## src/rtl/ufmac_pkg.sv

```systemverilog
`timescale 1ns / 1ps
`default_nettype none
// ---------------------------------------------------------------------------
// ufmac_pkg
// Shared types and constants of the union-find minimum-average engine.
// ---------------------------------------------------------------------------
package ufmac_pkg;

  localparam int NODE_W   = 10;
  localparam int NODES    = 1 << NODE_W;
  localparam int WEIGHT_W = 16;
  localparam int SUM_W    = 40;
  localparam int EDGE_W   = 24;
  localparam int PROD_W   = 64;
  localparam logic [SUM_W-1:0] START_AVG = SUM_W'(1000000);
  localparam logic [NODE_W-1:0] NODE_COUNT_RST = NODE_W'(1023);

  typedef enum logic [4:0] {
    DP_NOP,
    DP_CLEAR,
    DP_LOAD,
    DP_FRD,
    DP_FCHK,
    DP_CRD,
    DP_CWR,
    DP_SETV,
    DP_ORDER,
    DP_RDLO,
    DP_RDHI,
    DP_GETHI,
    DP_MERGE,
    DP_WRITE,
    DP_QRD,
    DP_QGET,
    DP_M0,
    DP_M1,
    DP_M2,
    DP_M3,
    DP_DECIDE,
    DP_RESULT
  } dp_op_t;

  typedef enum logic [4:0] {
    S_CLEAR,
    S_IDLE,
    S_FRD,
    S_FCHK,
    S_CRD,
    S_CWR,
    S_AFTER,
    S_RDLO,
    S_RDHI,
    S_GETHI,
    S_MERGE,
    S_WRITE,
    S_QRD,
    S_QGET,
    S_M0,
    S_M1,
    S_M2,
    S_M3,
    S_DECIDE,
    S_RESULT
  } state_t;

  typedef enum logic [1:0] {
    PH_U,
    PH_V,
    PH_Q
  } phase_t;

  typedef struct packed {
    dp_op_t op;
  } dp_cmd_t;

  typedef struct packed {
    logic clr_last;
    logic pq_eq_cur;
    logic cur_eq_root;
    logic scan_empty;
    logic scan_last;
    logic out_busy;
  } dp_stat_t;

endpackage
`default_nettype wire

```

## src/rtl/ufmac_ctrl.sv

```systemverilog
`timescale 1ns / 1ps
`default_nettype none
// ---------------------------------------------------------------------------
// ufmac_ctrl
// Sequencer: clearing pass, root walks with compression, link and query scan.
// ---------------------------------------------------------------------------
module ufmac_ctrl (
  input  wire logic                clk,
  input  wire logic                rst_n,
  input  wire logic                in_valid,
  input  wire logic                in_op,
  output logic                     in_ready,
  input  wire ufmac_pkg::dp_stat_t stat,
  output ufmac_pkg::dp_cmd_t       cmd
);

  ufmac_pkg::state_t state_r, state_nxt;
  ufmac_pkg::phase_t phase_r, phase_nxt;

  always_ff @(posedge clk) begin
    if (!rst_n) begin
      state_r <= ufmac_pkg::S_CLEAR;
      phase_r <= ufmac_pkg::PH_U;
    end else begin
      state_r <= state_nxt;
      phase_r <= phase_nxt;
    end
  end

  always_comb begin
    state_nxt = state_r;
    phase_nxt = phase_r;
    case (state_r)
      ufmac_pkg::S_CLEAR: begin
        if (stat.clr_last) state_nxt = ufmac_pkg::S_IDLE;
      end
      ufmac_pkg::S_IDLE: begin
        if (in_valid) begin
          phase_nxt = in_op ? ufmac_pkg::PH_Q : ufmac_pkg::PH_U;
          state_nxt = (in_op && stat.scan_empty) ? ufmac_pkg::S_RESULT : ufmac_pkg::S_FRD;
        end
      end
      ufmac_pkg::S_FRD:  state_nxt = ufmac_pkg::S_FCHK;
      ufmac_pkg::S_FCHK: state_nxt = stat.pq_eq_cur ? ufmac_pkg::S_CRD : ufmac_pkg::S_FRD;
      ufmac_pkg::S_CRD:  state_nxt = stat.cur_eq_root ? ufmac_pkg::S_AFTER : ufmac_pkg::S_CWR;
      ufmac_pkg::S_CWR:  state_nxt = ufmac_pkg::S_CRD;
      ufmac_pkg::S_AFTER: begin
        case (phase_r)
          ufmac_pkg::PH_U: begin
            phase_nxt = ufmac_pkg::PH_V;
            state_nxt = ufmac_pkg::S_FRD;
          end
          ufmac_pkg::PH_V: state_nxt = ufmac_pkg::S_RDLO;
          default:         state_nxt = ufmac_pkg::S_QRD;
        endcase
      end
      ufmac_pkg::S_RDLO:  state_nxt = ufmac_pkg::S_RDHI;
      ufmac_pkg::S_RDHI:  state_nxt = ufmac_pkg::S_GETHI;
      ufmac_pkg::S_GETHI: state_nxt = ufmac_pkg::S_MERGE;
      ufmac_pkg::S_MERGE: state_nxt = ufmac_pkg::S_WRITE;
      ufmac_pkg::S_WRITE: state_nxt = ufmac_pkg::S_IDLE;
      ufmac_pkg::S_QRD:   state_nxt = ufmac_pkg::S_QGET;
      ufmac_pkg::S_QGET:  state_nxt = ufmac_pkg::S_M0;
      ufmac_pkg::S_M0:    state_nxt = ufmac_pkg::S_M1;
      ufmac_pkg::S_M1:    state_nxt = ufmac_pkg::S_M2;
      ufmac_pkg::S_M2:    state_nxt = ufmac_pkg::S_M3;
      ufmac_pkg::S_M3:    state_nxt = ufmac_pkg::S_DECIDE;
      ufmac_pkg::S_DECIDE: begin
        state_nxt = stat.scan_last ? ufmac_pkg::S_RESULT : ufmac_pkg::S_FRD;
      end
      ufmac_pkg::S_RESULT: begin
        if (!stat.out_busy) state_nxt = ufmac_pkg::S_IDLE;
      end
      default: state_nxt = ufmac_pkg::S_IDLE;
    endcase
  end

  always_comb begin
    in_ready = 1'b0;
    cmd.op   = ufmac_pkg::DP_NOP;
    case (state_r)
      ufmac_pkg::S_CLEAR: cmd.op = ufmac_pkg::DP_CLEAR;
      ufmac_pkg::S_IDLE: begin
        in_ready = 1'b1;
        if (in_valid) cmd.op = ufmac_pkg::DP_LOAD;
      end
      ufmac_pkg::S_FRD:  cmd.op = ufmac_pkg::DP_FRD;
      ufmac_pkg::S_FCHK: cmd.op = ufmac_pkg::DP_FCHK;
      ufmac_pkg::S_CRD: begin
        if (!stat.cur_eq_root) cmd.op = ufmac_pkg::DP_CRD;
      end
      ufmac_pkg::S_CWR: cmd.op = ufmac_pkg::DP_CWR;
      ufmac_pkg::S_AFTER: begin
        case (phase_r)
          ufmac_pkg::PH_U: cmd.op = ufmac_pkg::DP_SETV;
          ufmac_pkg::PH_V: cmd.op = ufmac_pkg::DP_ORDER;
          default:         cmd.op = ufmac_pkg::DP_NOP;
        endcase
      end
      ufmac_pkg::S_RDLO:   cmd.op = ufmac_pkg::DP_RDLO;
      ufmac_pkg::S_RDHI:   cmd.op = ufmac_pkg::DP_RDHI;
      ufmac_pkg::S_GETHI:  cmd.op = ufmac_pkg::DP_GETHI;
      ufmac_pkg::S_MERGE:  cmd.op = ufmac_pkg::DP_MERGE;
      ufmac_pkg::S_WRITE:  cmd.op = ufmac_pkg::DP_WRITE;
      ufmac_pkg::S_QRD:    cmd.op = ufmac_pkg::DP_QRD;
      ufmac_pkg::S_QGET:   cmd.op = ufmac_pkg::DP_QGET;
      ufmac_pkg::S_M0:     cmd.op = ufmac_pkg::DP_M0;
      ufmac_pkg::S_M1:     cmd.op = ufmac_pkg::DP_M1;
      ufmac_pkg::S_M2:     cmd.op = ufmac_pkg::DP_M2;
      ufmac_pkg::S_M3:     cmd.op = ufmac_pkg::DP_M3;
      ufmac_pkg::S_DECIDE: cmd.op = ufmac_pkg::DP_DECIDE;
      ufmac_pkg::S_RESULT: cmd.op = ufmac_pkg::DP_RESULT;
      default:             cmd.op = ufmac_pkg::DP_NOP;
    endcase
  end

endmodule
`default_nettype wire

```

## config.mk

```make
export PLATFORM = sky130hd
export DESIGN_NAME = ufmac_ctrl
export DESIGN_NICKNAME = d
export VERILOG_FILES = /design/src/rtl/ufmac_pkg.sv /design/src/rtl/ufmac_ctrl.sv
export SDC_FILE = /design/constraint.sdc
export NUM_CORES = 1
export LEC_CHECK = 0
export BUFFER_PORTS_ARGS = -buffer_cell sky130_fd_sc_hd__buf_2
export CORE_AREA = 2 2 39 41
export CTS_CLUSTER_DIAMETER = 100
export DETAILED_ROUTE_END_ITERATION = 10
export DIE_AREA = 0 0 41 43
export PLACE_DENSITY = 0.9
export SLEW_MARGIN = 20
export SYNTH_ARGS = -nofsm -noshare
export SYNTH_HDL_FRONTEND = slang
export SYNTH_SLANG_ARGS = --single-unit
```

## constraint.sdc

```tcl
create_clock -name clk -period 2.4 [get_ports clk]
set_input_delay 0.12 -clock clk [delete_from_list [all_inputs] [get_ports clk]]
set_output_delay 0.12 -clock clk [all_outputs]
set_load 0.02 [all_outputs]
```

== After elaboration in Yosys (flattened, before gate mapping) ==
Index checks and enable logic that the tools add are counted.

* Latch bits: 0
* Bits in registers: 7
* RAM bits: 0
* Memories kept: 0
* Memory bits (read-only): 0

* Order comparisons: 0
* Eq/ne operators: 24
* Add/sub/neg operators: 0
* Div/mod/pow operators: 0
* Multiply operators: 0
* Shifts and indexed selects: 0
* Muxes and demuxes: 18
* Reduce and logical (&&, ||, !) cells: 6
* Bitwise logic cells: 0

{| class="wikitable"
|+ Operators with widths
! cell !! count
|-
| $pmux W5 S20 || 1
|-
| $pmux W5 S19 || 1
|-
| $eq A5 B4 Y1 const B || 8
|-
| $mux W5 || 5
|-
| $eq A5 B3 Y1 const B || 4
|-
| $eq A5 B5 Y1 const B || 4
|-
| $pmux W4 S2 || 2
|-
| $eq A5 B2 Y1 const B || 2
|-
| $mux W2 || 5
|-
| $ne A2 B2 Y1 const B || 4
|-
| $mux W3 || 2
|-
| $reduce_and A3 Y1 || 2
|-
| $eq A5 B1 Y1 const B || 1
|-
| $logic_not A5 Y1 || 1
|-
| $pmux W2 S2 || 1
|-
| $eq A2 B1 Y1 const B || 1
|-
| $logic_not A2 Y1 || 1
|-
| $reduce_bool A2 Y1 || 1
|-
| $logic_and A1 B1 Y1 || 1
|-
| $mux W1 || 1
|}

== Logic depth before layout (Yosys ltp) ==
* Depth after elaboration: 4
* Mapped depth: 6
* Depth with buffers taken out: 4

== Worst setup path before layout ==
OpenSTA, ideal clock, no wires.

* Path type: register -> output
* Start: register state_r[4]
* End: output port cmd[1] (netlist name)
* Slack: 722 ps
* Cell stages (with the launch flop): 5
* Arrival time: 1558 ps
* Path through: dfxtp_1 buf_2 buf_2 mux2i_1 o311ai_0

{| class="wikitable"
|+ RTL lines
! item !! line !! source
|-
| from (decl) || ufmac_ctrl.sv:17 || <nowiki>ufmac_pkg::state_t state_r, state_nxt;</nowiki>
|-
| from (signal assigned) || ufmac_ctrl.sv:22 || <nowiki>state_r <= ufmac_pkg::S_CLEAR;</nowiki>
|-
| from (signal assigned) || ufmac_ctrl.sv:25 || <nowiki>state_r <= state_nxt;</nowiki>
|-
| to (decl) || ufmac_ctrl.sv:14 || <nowiki>output ufmac_pkg::dp_cmd_t cmd</nowiki>
|}

==> flow_summary.ini <==
[grt]
grt_pass1_vias = 616
grt_overflow_total = 0
grt_usage_pct = 21.35
largest_net_degree_at_the_start_of_global_routing = 23
antenna_violations_before_repair = 0
grt_pass1_wl_um = 2691

[cts]
ctsHoldBuffers = 0
postCtsSetupBuffers = 0
clock-sinks = 7
cts_tree = yes
clk_pin_slew_ps = 50
insertion_delay_ps = 240
cts-root-buf = sky130_fd_sc_hd__clkbuf_4
ctsLongestPathBuffers = 2
post_cts.resized_instances = 0
cts_inserted_buffers = 3
h-tree-depth = 1

[timing]
worst_clock_skew_ps = 1.617
finalWorstPathRequiredPeriod_ps = 1955
timing.slew.headroom_pct = 56.70
max_freq_mhz = 511.5
drv_slew = 0
finalCritPeriodShare_pct = 81.46
rsz0062_at_grt = no
hold_viol_final = 0
setup_violations = 0
tightest_slew_ps = 648.6
setup-tns-final_ps = 0

[synthesis]
synth_largest_area_cell = sky130_fd_sc_hd__dfxtp_1
synthesis.area_per_instance_um2 = 7.175
synth_area_um2 = 703.2
most_used_flip_flop_cell_after_synthesis = sky130_fd_sc_hd__dfxtp_1
synth-edff-count = 0
synth.ff_latch_count = 7
synthTopCellsByArea = sky130_fd_sc_hd__dfxtp_1 (20%), sky130_fd_sc_hd__o21ai_0 (6.4%), sky130_fd_sc_hd__buf_2 (5.0%)
synth_top_area_share_pct = 19.93
synth.yosys.seq_area_share_pct = 19.93
syn-num-nets = 108
async_sr_flop_fraction_pct = 0
post_synth_inst_count = 98
netlist-cell-type-count = 37
synth.yosys.warnings = 0

[pwr]
p_switching_mw = 0.1047
power_frac_comb_pct = 27.3
share_clk_of_total_power_pct = 30.9
power_report.internal_total_mw = 0.2257
p_seq_share_pct = 41.8
vdd_drop_max_uv = 532.5
cellLeakagePower_nw = 0.2788
sw_ratio_pct = 31.69
power_density_nw_per_um2 = 432.9

[finish]
layout_common_cells = sky130_fd_sc_hd__buf_2 (15), sky130_fd_sc_hd__o21ai_0 (9), sky130_fd_sc_hd__nor2_1 (8)
antennaDiodeCount = 0
n_fill_cell = 137
area_growth_pct = 8.541
drive_above_1_share_pct = 19.63
post-route-cell-area_um2 = 763.2
mostFrequentLayoutCell = sky130_fd_sc_hd__buf_2
layout.nets = 118

[route]
drt-total-wl_um = 1700
dr_total_vias = 774
final_antenna_net_count = 0
drcViolationCount = 0
drt-pass1-iter-count = 4
drt-vias-per-instance = 6.293
avgRoutedWirePerCell_um = 13.82
drt_iter0_drc = 23

[placed_design]
port_buffers = 15
instance_area_after_placement_um2 = 737.0
gpl.final_weighted_congestion = 0.8731
dp.final_hpwl_um = 1252

[critical_path]
setup.worst_path.class = reg -> out
worstSetupStartpointType = flip-flop
cp-end-kind = output port
worst-path-max-fanout = 20
worst_ep_arrival_time_ps = 1840
worstPathRequired_ps = 2280

[die]
die-area_um2 = 1763
die_width_um = 41
std_cell_rows = 14
boundaryPins = 16
initial_core_util_pct = 50.81
core_area_um2 = 1384
die-height_um = 43

[run]
maxCapViolCount = 0

[hold_path]
min-delay-path-class = in -> reg

[outcome]
outcome = finished clean
==> per-stage QoR <==
step	total power, mW	utilization, %	hold WS [ps]	setup slack, ps	instances
final	0.3304	55.15	155.3	444.9	123
after floorplan	0.2057	-	236.1	721.9	98
after detailed placement	0.2297	53.25	413.4	675.9	119
after CTS	0.3313	55.15	159.4	462.2	123
after global routing	0.3493	55.15	166.1	288.6	123
after global placement	0.2276	53.25	404.6	718.3	119
==> flip-flops by register name, summed over array words and instances (netlist names) <==
register  count
state_r       5
phase_r       2
==> power groups by stage <==
stage               sequential [mW]  combinational [mW]  clock [mW]
finish                        0.138              0.0903       0.102
global route                  0.139              0.0999       0.110
CTS                           0.137              0.0908       0.103
detailed placement            0.140              0.0901           0
global placement              0.140              0.0878           0
floorplan                     0.125              0.0804           0
==> kinds of logic (layout without fill, tap and decap cells) <==
family | after synthesis | after routing | synth area share, %
compound gates | 29 | 29 | 27.94
flops | 7 | 7 | 19.93
mux | 2 | 2 | 2.847
buf+inv | 11 | 20 | 9.251
simple gates | 49 | 49 | 40.04
==> layer usage <==
layer | up-vias | track usage (%) | wire length (um)
met5 | - | 0 | 0
li1 | 390 | - | -
met4 | 0 | 4.000 | 36
met1 | 349 | 32.14 | 781
met3 | 4 | 5.759 | 108
met2 | 31 | 30.00 | 773
==> synth_stat cells, drive strengths merged, types with 2 or more instances <==
library cell and count:
o21ai 9, nor4b 2, nand4 2, nor3 4, nand2 7, mux2i 2
a221oi 2, nor2b 3, nand2b 2, a31o 2, buf 9, dfxtp 7
a21oi 6, nand3 7, o311ai 2, and3b 2, nor3b 4, and2 2
nand3b 2, nor2 8
==> area by class of cell <==
cell class | count | area [um^2] | area share [%]
clock buffer | 4 | 26.28 | 3.443
inverter | 1 | 3.754 | 0.4918
multi-input combinational | 80 | 498.0 | 65.25
sequential | 7 | 140.1 | 18.36
tap | 16 | 20.02 | 2.623
timing repair buffer | 15 | 75.07 | 9.836
==> critical path: stages, from the launching register on <==
cell                       delay [ps]
sky130_fd_sc_hd__dfxtp_1          680
sky130_fd_sc_hd__and3b_1          320
sky130_fd_sc_hd__nand3b_1         200
sky130_fd_sc_hd__o311ai_0         160
sky130_fd_sc_hd__buf_2            240
==> final timing paths <==
path	depth (start not counted)	slack, ps	from	end
max reg2reg	4	640	state_r[3]	state_r[0]
min reg2reg	2	530	phase_r[0]	phase_r[0]
max	4	440	state_r[2]	cmd[1]
min	3	160	in_op	phase_r[1]
(Power assumes the default switching activity.)
